==> src/rtl/srr_pkg.sv <==
// shared types, constants and codes of the serpentine rectangle rasterizer
`timescale 1ns / 1ps
`default_nettype none

package srr_pkg;

  // field widths
  localparam int COORD_W  = 4;
  localparam int COLOUR_W = 24;
  localparam int INDEX_W  = 6;
  localparam int CFG_IDX_W = 2;

  // stream word widths, padded to whole bytes
  localparam int IN_DATA_W  = 40;
  localparam int OUT_DATA_W = 32;

  // largest grid side that the 6-bit strip index can address
  localparam int HW_LIMIT = 8;

  // defaults for the top-level size parameters
  localparam int MAX_ROWS_DEF = 8;
  localparam int MAX_COLS_DEF = 8;

  // reset value of both grid size registers
  localparam logic [COORD_W-1:0] GRID_RESET = 4'd8;

  // configuration register indexes
  localparam logic [CFG_IDX_W-1:0] REG_GRID_ROWS = 2'd0;
  localparam logic [CFG_IDX_W-1:0] REG_GRID_COLS = 2'd1;

  // controller states
  typedef enum logic [2:0] {
    ST_IDLE,
    ST_FILL,
    ST_TOP,
    ST_BOTTOM,
    ST_LEFT,
    ST_RIGHT
  } state_t;

  // walk position updates
  typedef enum logic [2:0] {
    WALK_HOLD,
    WALK_LOAD,
    WALK_COL_INC,
    WALK_ROW_INC,
    WALK_ROW_NEXT,
    WALK_TO_BOTTOM,
    WALK_TO_LEFT,
    WALK_TO_RIGHT
  } walk_op_t;

  // controller to datapath
  typedef struct packed {
    walk_op_t walk_op;
    logic     emit;
    logic     last;
  } srr_cmd_t;

  // datapath to controller
  typedef struct packed {
    logic col_at_hi;
    logic row_at_hi;
    logic out_free;
  } srr_status_t;

endpackage

`default_nettype wire

==> src/rtl/serpentine_rectangle_rasterizer_core.sv <==
// top level of the serpentine rectangle rasterizer
//
//   channel   direction  ports                               content
//   s_*       in         s_tvalid s_tready s_tdata s_tuser   one rectangle command
//   m_*       out        m_tvalid m_tready m_tdata m_tlast   one pixel word
//   cfg_*     in         cfg_valid cfg_ready cfg_index/data  grid size writes
//
// a command is taken in idle, then one pixel word is produced per cycle while the
// output register is free; a fill gives (rows * cols) words, an outline 2 * (rows + cols)
// words of the clamped rectangle, set by the single walk counter pair; the next command is
// taken as soon as the final pixel sits in the output register
// a low m_tready holds the walk; rst is synchronous and returns to idle with
// both grid sizes at 8
`timescale 1ns / 1ps
`default_nettype none

module serpentine_rectangle_rasterizer_core #(
  parameter int MAX_ROWS = srr_pkg::MAX_ROWS_DEF,
  parameter int MAX_COLS = srr_pkg::MAX_COLS_DEF
) (
  input  wire                               clk,
  input  wire                               rst,
  // command words
  input  wire                               s_tvalid,
  output logic                              s_tready,
  // row_a[3:0], col_a[7:4], row_b[11:8], col_b[15:12], colour[39:16]
  input  wire [srr_pkg::IN_DATA_W-1:0]      s_tdata,
  // fill_mode[0]
  input  wire                               s_tuser,
  // pixel words
  output logic                              m_tvalid,
  input  wire                               m_tready,
  // pixel_index[5:0], pixel_colour[29:6], zero[31:30]
  output logic [srr_pkg::OUT_DATA_W-1:0]    m_tdata,
  output logic                              m_tlast,
  // configuration writes
  input  wire                               cfg_valid,
  output logic                              cfg_ready,
  input  wire [srr_pkg::CFG_IDX_W-1:0]      cfg_index,
  input  wire [srr_pkg::COORD_W-1:0]        cfg_data
);

  srr_pkg::srr_cmd_t    cmd;
  srr_pkg::srr_status_t status;

  logic [srr_pkg::INDEX_W-1:0]  pixel_index;
  logic [srr_pkg::COLOUR_W-1:0] pixel_colour;

  // writes are always taken
  assign cfg_ready = 1'b1;

  srr_ctrl u_ctrl (
    .clk       (clk),
    .rst       (rst),
    .s_tvalid  (s_tvalid),
    .fill_mode (s_tuser),
    .s_tready  (s_tready),
    .status    (status),
    .cmd       (cmd)
  );

  srr_datapath #(
    .MAX_ROWS (MAX_ROWS),
    .MAX_COLS (MAX_COLS)
  ) u_datapath (
    .clk          (clk),
    .rst          (rst),
    .cfg_valid    (cfg_valid),
    .cfg_index    (cfg_index),
    .cfg_data     (cfg_data),
    .row_a        (s_tdata[3:0]),
    .col_a        (s_tdata[7:4]),
    .row_b        (s_tdata[11:8]),
    .col_b        (s_tdata[15:12]),
    .colour       (s_tdata[39:16]),
    .cmd          (cmd),
    .status       (status),
    .out_valid    (m_tvalid),
    .out_ready    (m_tready),
    .pixel_index  (pixel_index),
    .pixel_colour (pixel_colour),
    .last_pixel   (m_tlast)
  );

  // pack the pixel word
  assign m_tdata = {2'b00, pixel_colour, pixel_index};

endmodule

`default_nettype wire

==> src/rtl/srr_ctrl.sv <==
// controller state machine: walks the fill rows or the four outline segments
`timescale 1ns / 1ps
`default_nettype none

module srr_ctrl (
  input  wire                       clk,
  input  wire                       rst,
  input  wire                       s_tvalid,
  input  wire                       fill_mode,
  output logic                      s_tready,
  input  wire srr_pkg::srr_status_t status,
  output srr_pkg::srr_cmd_t         cmd
);

  srr_pkg::state_t state;
  srr_pkg::state_t state_next;

  // state register
  always_ff @(posedge clk) begin
    if (rst) begin
      state <= srr_pkg::ST_IDLE;
    end else begin
      state <= state_next;
    end
  end

  // next state
  always_comb begin
    state_next = state;
    case (state)
      srr_pkg::ST_IDLE: begin
        if (s_tvalid) begin
          state_next = fill_mode ? srr_pkg::ST_FILL : srr_pkg::ST_TOP;
        end
      end
      srr_pkg::ST_FILL: begin
        if (status.out_free && status.col_at_hi && status.row_at_hi) begin
          state_next = srr_pkg::ST_IDLE;
        end
      end
      srr_pkg::ST_TOP: begin
        if (status.out_free && status.col_at_hi) begin
          state_next = srr_pkg::ST_BOTTOM;
        end
      end
      srr_pkg::ST_BOTTOM: begin
        if (status.out_free && status.col_at_hi) begin
          state_next = srr_pkg::ST_LEFT;
        end
      end
      srr_pkg::ST_LEFT: begin
        if (status.out_free && status.row_at_hi) begin
          state_next = srr_pkg::ST_RIGHT;
        end
      end
      srr_pkg::ST_RIGHT: begin
        if (status.out_free && status.row_at_hi) begin
          state_next = srr_pkg::ST_IDLE;
        end
      end
      default: begin
        state_next = srr_pkg::ST_IDLE;
      end
    endcase
  end

  // commands to the datapath
  always_comb begin
    s_tready    = 1'b0;
    cmd.walk_op = srr_pkg::WALK_HOLD;
    cmd.emit    = 1'b0;
    cmd.last    = 1'b0;
    case (state)
      srr_pkg::ST_IDLE: begin
        s_tready = 1'b1;
        if (s_tvalid) begin
          cmd.walk_op = srr_pkg::WALK_LOAD;
        end
      end
      srr_pkg::ST_FILL: begin
        if (status.out_free) begin
          cmd.emit = 1'b1;
          if (!status.col_at_hi) begin
            cmd.walk_op = srr_pkg::WALK_COL_INC;
          end else if (!status.row_at_hi) begin
            cmd.walk_op = srr_pkg::WALK_ROW_NEXT;
          end else begin
            cmd.last = 1'b1;
          end
        end
      end
      srr_pkg::ST_TOP: begin
        if (status.out_free) begin
          cmd.emit    = 1'b1;
          cmd.walk_op = status.col_at_hi ? srr_pkg::WALK_TO_BOTTOM : srr_pkg::WALK_COL_INC;
        end
      end
      srr_pkg::ST_BOTTOM: begin
        if (status.out_free) begin
          cmd.emit    = 1'b1;
          cmd.walk_op = status.col_at_hi ? srr_pkg::WALK_TO_LEFT : srr_pkg::WALK_COL_INC;
        end
      end
      srr_pkg::ST_LEFT: begin
        if (status.out_free) begin
          cmd.emit    = 1'b1;
          cmd.walk_op = status.row_at_hi ? srr_pkg::WALK_TO_RIGHT : srr_pkg::WALK_ROW_INC;
        end
      end
      srr_pkg::ST_RIGHT: begin
        if (status.out_free) begin
          cmd.emit = 1'b1;
          if (status.row_at_hi) begin
            cmd.last = 1'b1;
          end else begin
            cmd.walk_op = srr_pkg::WALK_ROW_INC;
          end
        end
      end
      default: begin
        s_tready = 1'b0;
      end
    endcase
  end

`ifndef SYNTHESIS
  // a pixel is only pushed into a free output register
  assert property (@(posedge clk) disable iff (rst) cmd.emit |-> status.out_free)
    else $error("pixel pushed into a full output register");

  // the final pixel always returns the controller to idle
  assert property (@(posedge clk) disable iff (rst) cmd.last |=> state == srr_pkg::ST_IDLE)
    else $error("controller not idle after final pixel");

  // an accepted command always starts a walk
  assert property (@(posedge clk) disable iff (rst)
    (s_tvalid && s_tready) |=> state != srr_pkg::ST_IDLE)
    else $error("accepted command did not start a walk");
`endif

endmodule

`default_nettype wire

==> src/rtl/srr_datapath.sv <==
// datapath: grid registers, corner clamp and order, walk counters, strip index, output register
`timescale 1ns / 1ps
`default_nettype none

module srr_datapath #(
  parameter int MAX_ROWS = srr_pkg::MAX_ROWS_DEF,
  parameter int MAX_COLS = srr_pkg::MAX_COLS_DEF
) (
  input  wire                                  clk,
  input  wire                                  rst,
  // configuration writes
  input  wire                                  cfg_valid,
  input  wire [srr_pkg::CFG_IDX_W-1:0]         cfg_index,
  input  wire [srr_pkg::COORD_W-1:0]           cfg_data,
  // command fields
  input  wire [srr_pkg::COORD_W-1:0]           row_a,
  input  wire [srr_pkg::COORD_W-1:0]           col_a,
  input  wire [srr_pkg::COORD_W-1:0]           row_b,
  input  wire [srr_pkg::COORD_W-1:0]           col_b,
  input  wire [srr_pkg::COLOUR_W-1:0]          colour,
  // control
  input  wire srr_pkg::srr_cmd_t               cmd,
  output srr_pkg::srr_status_t                 status,
  // result word
  output logic                                 out_valid,
  input  wire                                  out_ready,
  output logic [srr_pkg::INDEX_W-1:0]          pixel_index,
  output logic [srr_pkg::COLOUR_W-1:0]         pixel_colour,
  output logic                                 last_pixel
);

  localparam int CW = srr_pkg::COORD_W;
  localparam int ROW_LIM_I = (MAX_ROWS < srr_pkg::HW_LIMIT) ? MAX_ROWS : srr_pkg::HW_LIMIT;
  localparam int COL_LIM_I = (MAX_COLS < srr_pkg::HW_LIMIT) ? MAX_COLS : srr_pkg::HW_LIMIT;
  localparam logic [CW-1:0] ROW_LIM = CW'((ROW_LIM_I < 1) ? 1 : ROW_LIM_I);
  localparam logic [CW-1:0] COL_LIM = CW'((COL_LIM_I < 1) ? 1 : COL_LIM_I);
  localparam logic [CW-1:0] ONE = CW'(1);

  logic [CW-1:0] grid_rows;
  logic [CW-1:0] grid_cols;
  logic [CW-1:0] eff_rows;
  logic [CW-1:0] eff_cols;

  logic [CW-1:0] ra_c, ca_c, rb_c, cb_c;
  logic [CW-1:0] row_lo, row_hi, col_lo, col_hi;
  logic [CW-1:0] walk_row, walk_col;
  logic [CW-1:0] walk_row_next, walk_col_next;
  logic [srr_pkg::COLOUR_W-1:0] held_colour;

  logic [CW-1:0]   row_off;
  logic [CW-1:0]   col_off;
  logic [2*CW-1:0] base;
  logic [2*CW-1:0] index_full;
  logic            out_free;

  function automatic logic [CW-1:0] clamp_coord(input logic [CW-1:0] v,
                                                input logic [CW-1:0] n);
    logic [CW-1:0] r;
    begin
      if (v < ONE) r = ONE;
      else if (v > n) r = n;
      else r = v;
      return r;
    end
  endfunction

  // grid size registers
  always_ff @(posedge clk) begin
    if (rst) begin
      grid_rows <= srr_pkg::GRID_RESET;
      grid_cols <= srr_pkg::GRID_RESET;
    end else if (cfg_valid) begin
      case (cfg_index)
        srr_pkg::REG_GRID_ROWS: grid_rows <= cfg_data;
        srr_pkg::REG_GRID_COLS: grid_cols <= cfg_data;
        default: ;
      endcase
    end
  end

  // effective grid size: zero counts as one, saturate at the hardware limit
  assign eff_rows = clamp_coord(grid_rows, ROW_LIM);
  assign eff_cols = clamp_coord(grid_cols, COL_LIM);

  // clamp the incoming corners to the grid
  assign ra_c = clamp_coord(row_a, eff_rows);
  assign ca_c = clamp_coord(col_a, eff_cols);
  assign rb_c = clamp_coord(row_b, eff_rows);
  assign cb_c = clamp_coord(col_b, eff_cols);

  // walk position update
  always_comb begin
    walk_row_next = walk_row;
    walk_col_next = walk_col;
    case (cmd.walk_op)
      srr_pkg::WALK_LOAD: begin
        walk_row_next = (ra_c < rb_c) ? ra_c : rb_c;
        walk_col_next = (ca_c < cb_c) ? ca_c : cb_c;
      end
      srr_pkg::WALK_COL_INC: begin
        walk_col_next = walk_col + ONE;
      end
      srr_pkg::WALK_ROW_INC: begin
        walk_row_next = walk_row + ONE;
      end
      srr_pkg::WALK_ROW_NEXT: begin
        walk_row_next = walk_row + ONE;
        walk_col_next = col_lo;
      end
      srr_pkg::WALK_TO_BOTTOM: begin
        walk_row_next = row_hi;
        walk_col_next = col_lo;
      end
      srr_pkg::WALK_TO_LEFT: begin
        walk_row_next = row_lo;
        walk_col_next = col_lo;
      end
      srr_pkg::WALK_TO_RIGHT: begin
        walk_row_next = row_lo;
        walk_col_next = col_hi;
      end
      default: ;
    endcase
  end

  // command registers: ordered corners, colour and walk position
  always_ff @(posedge clk) begin
    if (cmd.walk_op == srr_pkg::WALK_LOAD) begin
      row_lo      <= (ra_c < rb_c) ? ra_c : rb_c;
      row_hi      <= (ra_c < rb_c) ? rb_c : ra_c;
      col_lo      <= (ca_c < cb_c) ? ca_c : cb_c;
      col_hi      <= (ca_c < cb_c) ? cb_c : ca_c;
      held_colour <= colour;
    end
    walk_row <= walk_row_next;
    walk_col <= walk_col_next;
  end

  // serpentine strip index of the current walk position
  assign row_off    = eff_rows - walk_row;
  assign base       = {{CW{1'b0}}, row_off} * {{CW{1'b0}}, eff_cols};
  assign col_off    = (eff_rows[0] ^ walk_row[0]) ? (eff_cols - walk_col) : (walk_col - ONE);
  assign index_full = base + {{CW{1'b0}}, col_off};

  // output register
  assign out_free = !out_valid || out_ready;

  always_ff @(posedge clk) begin
    if (rst) begin
      out_valid <= 1'b0;
    end else if (cmd.emit) begin
      out_valid <= 1'b1;
    end else if (out_ready) begin
      out_valid <= 1'b0;
    end
  end

  always_ff @(posedge clk) begin
    if (cmd.emit) begin
      pixel_index  <= index_full[srr_pkg::INDEX_W-1:0];
      pixel_colour <= held_colour;
      last_pixel   <= cmd.last;
    end
  end

  // status back to the controller
  assign status.col_at_hi = (walk_col == col_hi);
  assign status.row_at_hi = (walk_row == row_hi);
  assign status.out_free  = out_free;

`ifndef SYNTHESIS
  // an emitted pixel lies inside the ordered rectangle
  assert property (@(posedge clk) disable iff (rst)
    cmd.emit |-> (walk_row >= row_lo && walk_row <= row_hi &&
                  walk_col >= col_lo && walk_col <= col_hi))
    else $error("walk left the rectangle");

  // an emitted pixel lies inside the effective grid
  assert property (@(posedge clk) disable iff (rst)
    cmd.emit |-> index_full < ({{CW{1'b0}}, eff_rows} * {{CW{1'b0}}, eff_cols}))
    else $error("strip index beyond the grid");

  // a waiting result is never overwritten
  assert property (@(posedge clk) disable iff (rst)
    (out_valid && !out_ready) |=> (out_valid && $stable(pixel_index) && $stable(last_pixel)))
    else $error("stalled result overwritten");
`endif

endmodule

`default_nettype wire

==> config.mk <==
export PLATFORM = sky130hd
export DESIGN_NAME = serpentine_rectangle_rasterizer_core
export DESIGN_NICKNAME = d
export VERILOG_FILES = /design/src/rtl/srr_pkg.sv /design/src/rtl/serpentine_rectangle_rasterizer_core.sv /design/src/rtl/srr_ctrl.sv /design/src/rtl/srr_datapath.sv
export SDC_FILE = /design/constraint.sdc
export NUM_CORES = 1
export LEC_CHECK = 0
export ABC_AREA = 1
export BUFFER_PORTS_ARGS = -buffer_cell sky130_fd_sc_hd__buf_2
export CAP_MARGIN = 20
export CORE_ASPECT_RATIO = 0.6
export CORE_MARGIN = 3
export CORE_UTILIZATION = 45
export CTS_CLUSTER_DIAMETER = 80
export DETAILED_ROUTE_END_ITERATION = 16
export PLACE_DENSITY_LB_ADDON = 0.3
export SYNTH_ARGS = -nofsm -noshare
export SYNTH_HDL_FRONTEND = slang
export SYNTH_SLANG_ARGS = --single-unit
==> constraint.sdc <==
create_clock -name clk -period 13.35 [get_ports clk]
set_input_delay 2.67 -clock clk [delete_from_list [all_inputs] [get_ports clk]]
set_output_delay 2.67 -clock clk [all_outputs]
set_load 0.01 [all_outputs]
After elaboration in Yosys (flattened, before gate mapping)
Cells that the tools add are included.
W data, S select, Z words.
- input bits: 52
- output and inout port bits: 36
- word-level logic and storage cells: 120
- bits in registers: 91
- reductions and logical operators: 16
- bitwise gates (word level): 1
- muxes and demuxes: 47
- multiply operators: 1
- magnitude comparators: 14
- $add $sub $neg: 6
- equality and inequality tests: 21
- operators by type and width (operator ; number):
    $mux W4 ; 21
    $pmux W3 S6 ; 2
    $mux W3 ; 11
    $pmux W4 S4 ; 2
    $lt A4 B1 Y1 const B ; 6
    $eq A3 B3 Y1 const B ; 6
    $gt A4 B4 Y1 ; 4
    $eq A3 B2 Y1 const B ; 4
    $ne A2 B1 Y1 const B ; 5
    $add A4 B1 Y4 const B ; 2
    $eq A4 B4 Y1 ; 2
    $gt A4 B4 Y1 const B ; 2
    $lt A4 B4 Y1 ; 2
    $reduce_bool A4 Y1 ; 2
    $sub A4 B4 Y4 ; 2
    $add A6 B4 Y6 ; 1
    $eq A3 B1 Y1 const B ; 2
    $mul A4 B4 Y6 ; 1
    $mux W1 ; 6
    $reduce_and A6 Y1 ; 1
    $mux W5 ; 1
    $pmux W1 S5 ; 1
    $mux W2 ; 2
    $reduce_and A2 Y1 ; 2
    13 further kinds ; 16

Logic depth before layout (Yosys ltp)
Gate-level depths: netlist of the first run.
- depth after elaboration: 9
- depth in mapped cells: 23
- depth with buffers taken out: 22

Modules after synthesis
From an unflattened synthesis of the first run, not the netlist that was laid out.
- cells, all modules: 607
- area total of the unflattened synthesis: 5610.4 sq um
- modules (own cells, without submodules) (module ; instances ; seq. area each (sq um) ; cells an instance ; area an instance (sq um)):
    srr_datapath ; 1 ; 2552.4 ; 530 ; 5195.0
    srr_ctrl ; 1 ; 60.1 ; 72 ; 385.4
    serpentine_rectangle_rasterizer_core ; 1 ; 0.0 ; 5 ; 30.0

Worst setup path after synthesis of the first run
OpenSTA, ideal clock, no wires.
- path type: input to register
- from: input s_tvalid
- to: register u_datapath.walk_row[0] (enable)
- data arrival time: 4.776 ns
- buffers on the path: 0
- library setup time: 0.310 ns
- setup slack: 8.264 ns
- stages: 3
- required time: 13.040 ns
- cell sequence: inv_1 nor2_1 or3_1
- word-level cells in the longest chain between the ends: 5
- elaborated cells between the ends (all ways): 11
- those cells by class: eq/ne: 6; mux: 2; reduce/logical: 3
- ends and longest elaborated chain (element ; RTL line ; RTL):
    from (decl) ; serpentine_rectangle_rasterizer_core.sv:24 ; input wire s_tvalid,
    $mux W1 * ; srr_ctrl.sv:76 ; if (s_tvalid) begin
    $pmux W3 S6 * ; srr_ctrl.sv:73 ; case (state)
    $eq A3 B2 Y1 / $eq A3 B3 Y1 (equally long branches) ; srr_datapath.sv:95 ; case (cmd.walk_op)
    $reduce_or A2 Y1 (no line) ; - ;
    $reduce_bool A4 Y1 (no line) * ; - ;
    to (signal assigned) ; srr_datapath.sv:135 ; walk_row <= walk_row_next;
    to (decl) ; srr_datapath.sv:46 ; logic [CW-1:0] walk_row, walk_col;
Mark *: on every way between the ends. The rest lies on a longest branch, timed or not.
A chain may end at the register's enable or synchronous reset.

Final worst setup path of the first run
- from: input s_tdata[15] (netlist name)
- to: register u_datapath.walk_col[0], data pin
- word-level cells in the longest chain between the ends: 6
- elaborated cells between the ends (all ways): 7
- those cells by class: order compare: 3; mux: 4
- ends and longest elaborated chain (element ; RTL line ; RTL):
    from (decl) ; serpentine_rectangle_rasterizer_core.sv:27 ; input wire [srr_pkg::IN_DATA_W-1:0] s_tdata,
    $gt A4 B4 Y1 ; srr_datapath.sv:61 ; else if (v > n) r = n;
    $mux W4 ; srr_datapath.sv:61 ;
    $mux W4 * ; srr_datapath.sv:60 ; if (v < ONE) r = ONE;
    $lt A4 B4 Y1 ; srr_datapath.sv:98 ; walk_col_next = (ca_c < cb_c) ? ca_c : cb_c;
    $mux W4 * ; srr_datapath.sv:98 ;
    $pmux W4 S4 * ; srr_datapath.sv:95 ;
    net u_datapath.walk_col_next[0] ; srr_datapath.sv:47 ; logic [CW-1:0] walk_row_next, walk_col_next;
    to (signal assigned) ; srr_datapath.sv:136 ; walk_col <= walk_col_next;
    to (decl) ; srr_datapath.sv:46 ;
Mark *: on every way through the listed nets, which the timed path passes. The rest lies on a longest branch.

==> results of run 1 <==
[how the worst max path moves through the flow]
stage                 from                                to  slack [ns]  depth (start not counted)
2_1_floorplan     s_tvalid  u_datapath.walk_row[0]$_DFFE_PP_        8.26                          3
3_3_place_gp   s_tdata[15]    u_datapath.col_lo[2]$_DFFE_PP_        8.24                         16
3_5_place_dp   s_tdata[15]  u_datapath.walk_col[0]$_DFFE_PP_        8.07                         17
4_1_cts        s_tdata[15]  u_datapath.walk_col[0]$_DFFE_PP_        8.43                         17
5_1_grt        s_tdata[15]  u_datapath.walk_col[2]$_DFFE_PP_        8.14                         17
6_report       s_tdata[15]  u_datapath.walk_col[0]$_DFFE_PP_        8.38                         17
[flip-flops by register name, summed over array words and instances (netlist names), 3 cells and up]
name,flops
u_datapath.grid_cols,4
u_datapath.walk_row,4
u_datapath.col_lo,4
u_datapath.held_colour,24
u_datapath.pixel_index,6
u_datapath.row_hi,4
u_ctrl.state,3
u_datapath.grid_rows,4
u_datapath.walk_col,4
u_datapath.col_hi,4
u_datapath.pixel_colour,24
u_datapath.row_lo,4
[metrics by stage]
step	cell area (µm²)	total power, mW	utilization [%]	setup slack, ns
6_report	6440	1.27	55.3	8.38
5_1_grt	6440	1.37	55.3	8.14
4_1_cts	6440	1.28	55.3	8.43
3_5_place_dp	6160	1.04	52.9	8.07
3_3_place_gp	6130	1.02	52.7	8.24
2_1_floorplan	5530	0.877	-	8.26
[placed cells by master (no fill, tap or decap), drive strengths merged]
cell      instances
a2111oi           1
a21oi            30
a22oi             4
and2              7
buf              85
clkbuf            9
clkinv            3
clkinvlp          2
conb              3
dfxtp            12
edfxtp           79
fa                8
ha               46
inv             121
nand2           111
nand3            45
nand3b            1
nand4             5
nor2             56
nor3              6
o211ai            3
o21a              2
o21ai            28
o221ai            1
o22ai             2
or2               2
or3               3
xnor2             6
xor2             14
[power groups by stage]
| stage | clock network [mW] | registers, mW | logic (mW) |
|---|---|---|---|
| finish | 0.237 | 0.513 | 0.523 |
| global route | 0.255 | 0.524 | 0.595 |
| CTS | 0.243 | 0.514 | 0.527 |
| detailed placement | 0 | 0.520 | 0.524 |
| global placement | 0 | 0.515 | 0.501 |
| floorplan | 0 | 0.533 | 0.344 |
[final cells by class]
class                           instances  area share [%]
Clock buffer                            9            3.50
Tap cell                              160            3.11
Sequential cell                        91            40.6
Inverter                              120            7.00
Clock inverter                          6           0.816
Multi-Input combinational cell        384            38.0
Timing Repair Buffer                   85            6.96
[cells by family after synthesis]
logic type | after synthesis | synth area share (%)
other cells | 2 | 0.136
fa+ha+maj | 54 | 13.3
simple gates | 236 | 20.1
compound gates | 71 | 7.22
xor+xnor | 20 | 3.17
buf+inv | 126 | 8.85
flops | 91 | 47.2
[routing by layer]
layer	global-route usage (%)	vias to the layer above	wire, µm
li1	-	2139	-
met1	25.9	1862	6020
met2	24.7	149	4500
met3	3.95	12	822
met4	3.73	0	105
met5	0	-	0
[cell usage after synthesis (3+ instances only)]
master / count / area share [%]
inv_1: 118 / 8.0
nand2_1: 100 / 6.8
edfxtp_1: 79 / 43
nor2_1: 50 / 3.4
ha_1: 46 / 10
nand3_1: 42 / 3.8
a21oi_1: 30 / 2.7
o21ai_0: 25 / 2.3
xor2_1: 14 / 2.2
dfxtp_1: 12 / 4.3
fa_1: 8 / 2.9
nand2_2: 7 / 0.79
and2_1: 6 / 0.68
nor3_1: 6 / 0.54
xnor2_1: 6 / 0.95
a22oi_1: 4 / 0.54
buf_4: 4 / 0.54
nand2_4: 4 / 0.81
nand4_1: 4 / 0.45
nor2_4: 4 / 0.81
nand3_2: 3 / 0.54
o211ai_1: 3 / 0.41
or3_1: 3 / 0.34
==> reports/results.ini, run 1 <==
[final_layout]
layout.cells.non_filler=855
multi_input_area_um2=2450
drive_above_1_share_pct=18.6
final_nets=797
n_fill_cell=1024
regArea_um2=2610
synthToLayoutAreaGrowth_pct=16.4
num_antenna_cells=0

[route]
drtIter0Drc=345
drt_wl_total_um=11400
viasPerCell=4.87
wl_per_cell_um=13.4
first_pass_iters=5
postRouteAntennaNets=0
drcViolationCount=0
dr_total_vias=4162

[hold_path]
hold-path-endpoint=u_datapath.pixel_colour[9]$_DFFE_PP_
hp-class=reg2reg
worstHoldStart=u_datapath.held_colour[9]$_DFFE_PP_
hold-path-cell-count=0

[synthesis]
ys_ff_latch=91
synth_edf_count=79
synth.distinct_cells=38
yosysSeqAreaShare_pct=47.2
synth-main-ff-cell=edfxtp_1
syn_avg_cell_area_um2=9.22
synth_area_um2=5530
syn-instance-count=600
yosysWarningCount=0
async_reset_ff_share_pct=0

[floorplanning]
start_util_pct=47.5
rows=30
coreArea_um2=11600
pin_count=88
fp.dieH_um=91.9
chipWidth_um=149
die_area_um2=13700

[placement]
dp.cells=840
dp_hpwl_um=9150
io_buffers=84
gp_congestion=0.951

[timing]
fmax_mhz=201
finalCritPeriodShare_pct=37.3
finalClockSkew_ns=0.00801
hold_viol_final=0
slew_headroom_pct=41.7
grt_setup_unrepaired=no
drv_slew=0
fin_crit_ns=4.97
holdWs_ns=0.417
worst_pin_slew_ns=0.873
setup_violations=0
fin_setup_tns_ns=0

[worst_setup_path]
crit-reg2reg-launch=u_datapath.grid_rows[3]$_SDFFE_PP1P_
cp_slowest_cell=a21oi_1
rrSetupSlack_ns=8.73
cp_common_cell=nand2_1
cp-start-kind=primary input
cp.required_ns=13.44
crit_buf_inv=5
cp_max_fo=5
cp_top_family=simple AND/OR/NAND/NOR gates
cp_slowest_stage_delay_ns=0.35
cp-end-kind=flop
reg2reg_depth=19
r2r_end=u_datapath.pixel_index[5]$_DFFE_PP_
crit_chain=buf_2, ha_1, nand2_1, inv_1, nand2_1, nand2_1, nand2_1, inv_1, nor2_1, nor3_1, inv_1, ha_1, inv_1, a21oi_1, nand3_1, nand3_1, nand2_1
cp.arrival_ns=5.07
path_class=in2reg

[clock_network]
cts-resized-gates=0
cts_buffers=9
cts_buffer_depth=2
cts_hold_buf=0
htreeDepth=3
clk_latency_ns=0.34
cts-root-buf=clkbuf_16
clk_pin_slew_ns=0.07
cts.sinks=91
cts_tree=done
post_cts_buffers=0

[power]
power_density_nw_per_um2=198
p_sw_mw=0.495
switching_share_pct=38.8
power.share.clock_pct=18.6
ir_drop_mv=0.0799
seq_power_share_pct=40.3
p_leak_nw=3.13
pwr-share-comb_pct=41.1
internal_power_mw=0.779

[status]
status=finished, final reports clean

[grt]
track_usage_pct=17.0
grt_pass1_wl_um=18800
antenna_found_initial=0
grt_pass1_vias=3954
grt_max_degree=33
gr-total-overflow=0

[run]
cap_violations=0

No activity file was read; power rests on OpenSTA's default activity.
==> inputs of run 2 (changes only) <==
--- a/config.mk
+++ b/config.mk
@@ -5,7 +5,7 @@
 export SDC_FILE = /design/constraint.sdc
 export NUM_CORES = 1
 export LEC_CHECK = 0
-export ABC_AREA = 1
+export ABC_AREA = 0
 export BUFFER_PORTS_ARGS = -buffer_cell sky130_fd_sc_hd__buf_2
 export CAP_MARGIN = 20
 export CORE_ASPECT_RATIO = 0.6
==> constraint.sdc (replaced) <==
create_clock -name clk -period 4.9 [get_ports clk]
set_input_delay 0.98 -clock clk [delete_from_list [all_inputs] [get_ports clk]]
set_output_delay 0.98 -clock clk [all_outputs]
set_load 0.01 [all_outputs]
==> run 2 against run 1 <==
Against the previous run:
- utilization increased by 0.81 points
- sequential cell count unchanged
- combinational power increased by 36%
- via count decreased by 9.4%
- die area decreased by 4.7%
- wire length decreased by 1.2%
- count of clock-buffer cells in the layout unchanged
- area after synthesis decreased by 5.0%
- worst hold slack improved by 0.0012 ns
- sequential power increased by 110%
- sequential share of layout area increased by 1.9 points
- critical path type is now reg2reg
- critical endpoint is now u_datapath.pixel_index[5]$_DFFE_PP_
==> reports/results.ini, run 2 <==
[timing]
drv_slew=0
finalCritPeriodShare_pct=92.6
holdWs_ns=0.418
grt_setup_unrepaired=no
fmax_mhz=220
fin_setup_tns_ns=0
worst_pin_slew_ns=0.890
finalClockSkew_ns=0.00752
fin_crit_ns=4.54
hold_viol_final=0
setup_violations=0
slew_headroom_pct=40.1

[clock_network]
cts_buffer_depth=2
cts_tree=done
cts_buffers=9
clk_latency_ns=0.34
cts-root-buf=clkbuf_16
cts.sinks=91
cts-resized-gates=0
cts_hold_buf=0
htreeDepth=3
clk_pin_slew_ns=0.07
post_cts_buffers=0

[hold_path]
hold-path-endpoint=u_datapath.pixel_colour[6]$_DFFE_PP_
hold-path-cell-count=0
worstHoldStart=u_datapath.held_colour[6]$_DFFE_PP_
hp-class=reg2reg

[worst_setup_path]
cp_common_cell=fa_1
cp.arrival_ns=4.62
cp_slowest_stage_delay_ns=0.55
cp-start-kind=flop
rrSetupSlack_ns=0.36
cp_max_fo=6
cp-end-kind=flop
path_class=reg2reg
crit-reg2reg-launch=u_datapath.grid_rows[3]$_SDFFE_PP1P_
r2r_end=u_datapath.pixel_index[5]$_DFFE_PP_
crit_chain=clkinv_1, o21ai_2, ha_1, inv_1, fa_1, xor2_1, nand2_1, fa_1, fa_1, fa_1, inv_1, ha_1, a21o_1, a21oi_1, xnor2_1, xnor2_1
cp.required_ns=4.99
cp_slowest_cell=fa_1
reg2reg_depth=16

[synthesis]
synth-main-ff-cell=edfxtp_1
yosys-top-cells-area=edfxtp_1 (45%), ha_1 (11%), dfxtp_1 (4.6%)
yosysSeqAreaShare_pct=49.7
yosysWarningCount=0
syn_avg_cell_area_um2=11.6
synth.distinct_cells=65
syn-instance-count=452
synth_top_area_cell=edfxtp_1
async_reset_ff_share_pct=0
synth.most_common_cell=edfxtp_1
synth_edf_count=79
synthTopCellsByCount=edfxtp_1 (79), ha_1 (46), inv_1 (42)
synth_area_um2=5250
ys_ff_latch=91
synth_top_area_share_pct=45.2

[final_layout]
design_area_um2=6150
mostFrequentLayoutCells=buf_2 (84), edfxtp_1 (79), ha_1 (46), inv_1 (42), nor2_1 (36)
layout.cells.non_filler=701
final_nets=646
drive_above_1_share_pct=22.4
n_fill_cell=935
synthToLayoutAreaGrowth_pct=17.1
reg_top3=u_datapath.held_colour: 24 flops, u_datapath.pixel_colour: 24 flops, u_datapath.pixel_index: 6 flops
final_common_cell=buf_2

[placement]
dp_hpwl_um=8940
place_area_um2=5850
io_buffers=84
dp.cells=684
gp_congestion=0.943

[grt]
gr-total-overflow=0
grt_pass1_wl_um=18200
grt_pass1_vias=3547
track_usage_pct=17.6
grt_max_degree=32
antenna_found_initial=2

[power]
ir_drop_mv=0.194
p_leak_nw=2.63
power_density_nw_per_um2=397

[floorplanning]
die_area_um2=13100
fp.dieH_um=89.7
pin_count=88
start_util_pct=47.9
rows=29
chipWidth_um=145
coreArea_um2=11000

[route]
met3_length_um=1000
wl_per_cell_um=16.1
postRouteAntennaNets=0
drt_wl_total_um=11300
dr_total_vias=3769
first_pass_iters=4
drtIter0Drc=188
dr_wl_met2_um=4550
viasPerCell=5.38
routedLengthMet1_um=5630
top_layer_used=met5
drcViolationCount=0

[status]
status=finished, final reports clean

[run]
cap_violations=0

[run 2: metrics by stage]
step	utilization [%]	power (mW)	setup slack, ns
2_1_floorplan	-	1.58	0.653
3_3_place_gp	53.4	1.77	0.418
3_5_place_dp	53.4	1.79	0.311
4_1_cts	56.1	2.46	0.249
5_1_grt	56.1	2.59	0.0752
6_report	56.1	2.44	0.364
[run 2: report_power, final]
| part | internal (mW) | switching (mW) |
|---|---|---|
| sequential | 1.00 | 0.0648 |
| clock | 0.357 | 0.304 |
| combinational | 0.304 | 0.407 |
[run 2: layout make-up]
type / instances / area (µm²) / share of cell area (%)
Clock buffer: 9 / 225 / 3.66
Clock inverter: 7 / 70.1 / 1.14
Antenna cell: 1 / 2.50 / 0.0407
Timing Repair Buffer: 87 / 443 / 7.20
Tap cell: 155 / 194 / 3.15
Inverter: 44 / 165 / 2.69
Multi-Input combinational cell: 307 / 2440 / 39.6
Sequential cell: 91 / 2610 / 42.5
[run 2: cells by family (layout without fill, tap and decap cells)]
group	Yosys count	after routing	synth area share, %
adders and majority gates	54	54	14.0
buffers and inverters	55	147	4.17
DFF	91	91	49.7
other	2	4	0.143
muxes	27	27	5.31
and+or+nand+nor	109	109	10.4
xor gates and xnor gates	26	26	4.33
AOI/OAI and AO/OA	88	88	11.9
[run 2: how the worst max path moves through the flow]
stage	start	end	slack, ns
2_1_floorplan	u_datapath.grid_rows[3]$_SDFFE_PP1P_	u_datapath.pixel_index[5]$_DFFE_PP_	0.65
3_3_place_gp	u_datapath.grid_rows[3]$_SDFFE_PP1P_	u_datapath.pixel_index[5]$_DFFE_PP_	0.42
3_5_place_dp	u_datapath.grid_rows[3]$_SDFFE_PP1P_	u_datapath.pixel_index[5]$_DFFE_PP_	0.31
4_1_cts	u_datapath.grid_rows[3]$_SDFFE_PP1P_	u_datapath.pixel_index[5]$_DFFE_PP_	0.25
5_1_grt	u_datapath.grid_rows[3]$_SDFFE_PP1P_	u_datapath.pixel_index[5]$_DFFE_PP_	0.08
6_report	u_datapath.grid_rows[3]$_SDFFE_PP1P_	u_datapath.pixel_index[5]$_DFFE_PP_	0.36
[run 2: per-layer routing]
metal / vias up / track usage [%]
met5: - / 0
met4: 2 / 5.17
met3: 16 / 4.96
met2: 160 / 25.5
met1: 1760 / 25.9
li1: 1831 / -
[run 2: worst max-delay path, delay by kind of cell, from the launching register on]
kind            cells  cell delay (ns)
xor+xnor            3             0.41
flops               1             0.41
buf+inv             3             0.34
simple gates        1             0.09
fa+ha+maj           6             2.52
compound gates      3             0.51
==> inputs of run 3 (changes only) <==
--- a/config.mk
+++ b/config.mk
@@ -6,7 +6,7 @@
 export NUM_CORES = 1
 export LEC_CHECK = 0
 export ABC_AREA = 0
-export BUFFER_PORTS_ARGS = -buffer_cell sky130_fd_sc_hd__buf_2
+export BUFFER_PORTS_ARGS = -buffer_cell sky130_fd_sc_hd__buf_4
 export CAP_MARGIN = 20
 export CORE_ASPECT_RATIO = 0.6
 export CORE_MARGIN = 3
==> run 3 against run 2 <==
Against the previous run:
- clock power grew 1%
- combinational power up 4.8%
- die area unchanged
- wire length is 2.0% higher
- worst hold slack improved by 0.0011 ns
- sequential cell count unchanged
- count of clock-buffer cells in the layout is the same
- first-iteration DRC count is 38% higher
- cell area increased by 3.0%
- critical endpoint unchanged
- largest cell class unchanged
==> reports/results.ini, run 3 (same netlist as run 2, synthesis figures left out) <==
[placement]
gp_congestion=0.870
dp_hpwl_um=9000
io_buffers=84
dp.cells=682

[timing]
fmax_mhz=218
drv_slew=0
worst_pin_slew_ns=0.891
fin_crit_ns=4.59
setup_violations=0
finalClockSkew_ns=0.00847
finalCritPeriodShare_pct=93.7
grt_setup_unrepaired=no
slew_headroom_pct=40.1
hold_viol_final=0
fin_setup_tns_ns=0

[hold_path]
hold-path-cell-count=0
worstHoldStart=u_datapath.held_colour[6]$_DFFE_PP_
hp-class=reg2reg
hold-path-endpoint=u_datapath.pixel_colour[6]$_DFFE_PP_

[grt]
gr-total-overflow=0
track_usage_pct=17.7
antenna_found_initial=0
grt_pass1_vias=3567
grt_pass1_wl_um=18100
grt_max_degree=32

[power]
seq_power_share_pct=43.3
power.share.clock_pct=26.8
internal_power_mw=1.70
power_density_nw_per_um2=393
ir_drop_mv=0.184
total_power_mw=2.49
pwr-share-comb_pct=29.9
p_leak_nw=2.69
p_sw_mw=0.787
switching_share_pct=31.6

[worst_setup_path]
cp.required_ns=4.99
reg2reg_depth=16
crit_buf_inv=3
cp_slowest_stage_delay_ns=0.55
cp_max_fo=6
cp_common_cell=fa_1
r2r_end=u_datapath.pixel_index[5]$_DFFE_PP_
cp_top_family=adder cells
cp-start-kind=flop
path_class=reg2reg
cp_slowest_cell=fa_1
cp.arrival_ns=4.68
crit-reg2reg-launch=u_datapath.grid_rows[3]$_SDFFE_PP1P_
crit_chain=clkinv_1, o21ai_1, ha_1, inv_1, fa_1, xor2_1, nand2_1, fa_1, fa_1, fa_1, inv_1, ha_1, a21o_1, a21oi_1, xnor2_1, xnor2_1
cp-end-kind=flop
rrSetupSlack_ns=0.31

[floorplanning]
chipWidth_um=145
coreArea_um2=11000
rows=29
start_util_pct=47.9
die_area_um2=13100
fp.dieH_um=89.7
pin_count=88

[clock_network]
htreeDepth=3
cts-resized-gates=0
clk_pin_slew_ns=0.07
cts_hold_buf=0
cts-root-buf=clkbuf_16
cts_tree=done
cts_buffers=9
clk_latency_ns=0.34
post_cts_buffers=0
cts_buffer_depth=2
cts.sinks=91

[final_layout]
final_common_cell=buf_4
regArea_um2=2610
post-route-util_pct=57.8
drive_above_1_share_pct=21.9
synthToLayoutAreaGrowth_pct=20.6
layout.cells.non_filler=698
final_nets=644
n_fill_cell=918
num_antenna_cells=0
reg_top3=u_datapath.held_colour: 24 flops, u_datapath.pixel_colour: 24 flops, u_datapath.pixel_index: 6 flops
multi_input_area_um2=2430
mostFrequentLayoutCells=buf_4 (85), edfxtp_1 (79), ha_1 (46), inv_1 (42), nor2_1 (36)

[route]
drt_wl_total_um=11500
drcViolationCount=0
drtIter0Drc=260
first_pass_iters=4
dr_total_vias=3753
viasPerCell=5.38
postRouteAntennaNets=0
wl_per_cell_um=16.5

[run]
cap_violations=0

[status]
status=finished, final reports clean

[run 3: worst max path at each step]
stage,end,slack [ns],startpoint,depth (start not counted)
2_1_floorplan,u_datapath.pixel_index[5]$_DFFE_PP_,0.65,u_datapath.grid_rows[3]$_SDFFE_PP1P_,16
3_3_place_gp,u_datapath.pixel_index[5]$_DFFE_PP_,0.44,u_datapath.grid_rows[3]$_SDFFE_PP1P_,16
3_5_place_dp,u_datapath.pixel_index[5]$_DFFE_PP_,0.32,u_datapath.grid_rows[3]$_SDFFE_PP1P_,16
4_1_cts,u_datapath.pixel_index[5]$_DFFE_PP_,0.30,u_datapath.grid_rows[3]$_SDFFE_PP1P_,16
5_1_grt,u_datapath.pixel_index[5]$_DFFE_PP_,0.08,u_datapath.grid_rows[3]$_SDFFE_PP1P_,16
6_report,u_datapath.pixel_index[5]$_DFFE_PP_,0.31,u_datapath.grid_rows[3]$_SDFFE_PP1P_,16
[run 3: layout make-up]
type,count,share of cell area [%]
well taps,155,3.06
clock inverters,7,1.05
repair buffers,85,10.1
multi-input cells,307,38.4
flip-flops and latches,91,41.2
clock buffers,9,3.56
inverters,44,2.61
[run 3: worst register-to-register path: stages, from the launching register on]
cell	delay (ns)
dfxtp_1	0.41
clkinv_1	0.20
o21ai_1	0.23
ha_1	0.21
inv_1	0.07
fa_1	0.48
xor2_1	0.19
nand2_1	0.08
fa_1	0.48
fa_1	0.52
fa_1	0.55
inv_1	0.04
ha_1	0.33
a21o_1	0.17
a21oi_1	0.16
xnor2_1	0.15
xnor2_1	0.08
[run 3: through the flow]
| step | worst slack, ns | cell area [µm²] | hold slack [ns] |
|---|---|---|---|
| floorplan | 0.653 | 5260 | 0.400 |
| detailed placement | 0.320 | 6040 | 0.405 |
| global route | 0.0768 | 6330 | 0.424 |
| finish | 0.307 | 6330 | 0.419 |
| global placement | 0.445 | 6040 | 0.400 |
| CTS | 0.298 | 6330 | 0.417 |
[run 3: power by group through the flow]
stage | sequential, mW | clock (mW) | combinational (mW)
floorplan | 1.09 | 0 | 0.492
global placement | 1.09 | 0 | 0.718
detailed placement | 1.09 | 0 | 0.738
CTS | 1.07 | 0.687 | 0.747
global route | 1.09 | 0.717 | 0.834
finish | 1.08 | 0.667 | 0.745
[run 3: metal layers]
metal  GRT usage [%]  wire [µm]
met1            26.4       5890
met2            25.4       4670
met3            5.27        875
met4            4.48        100
met5               0          0
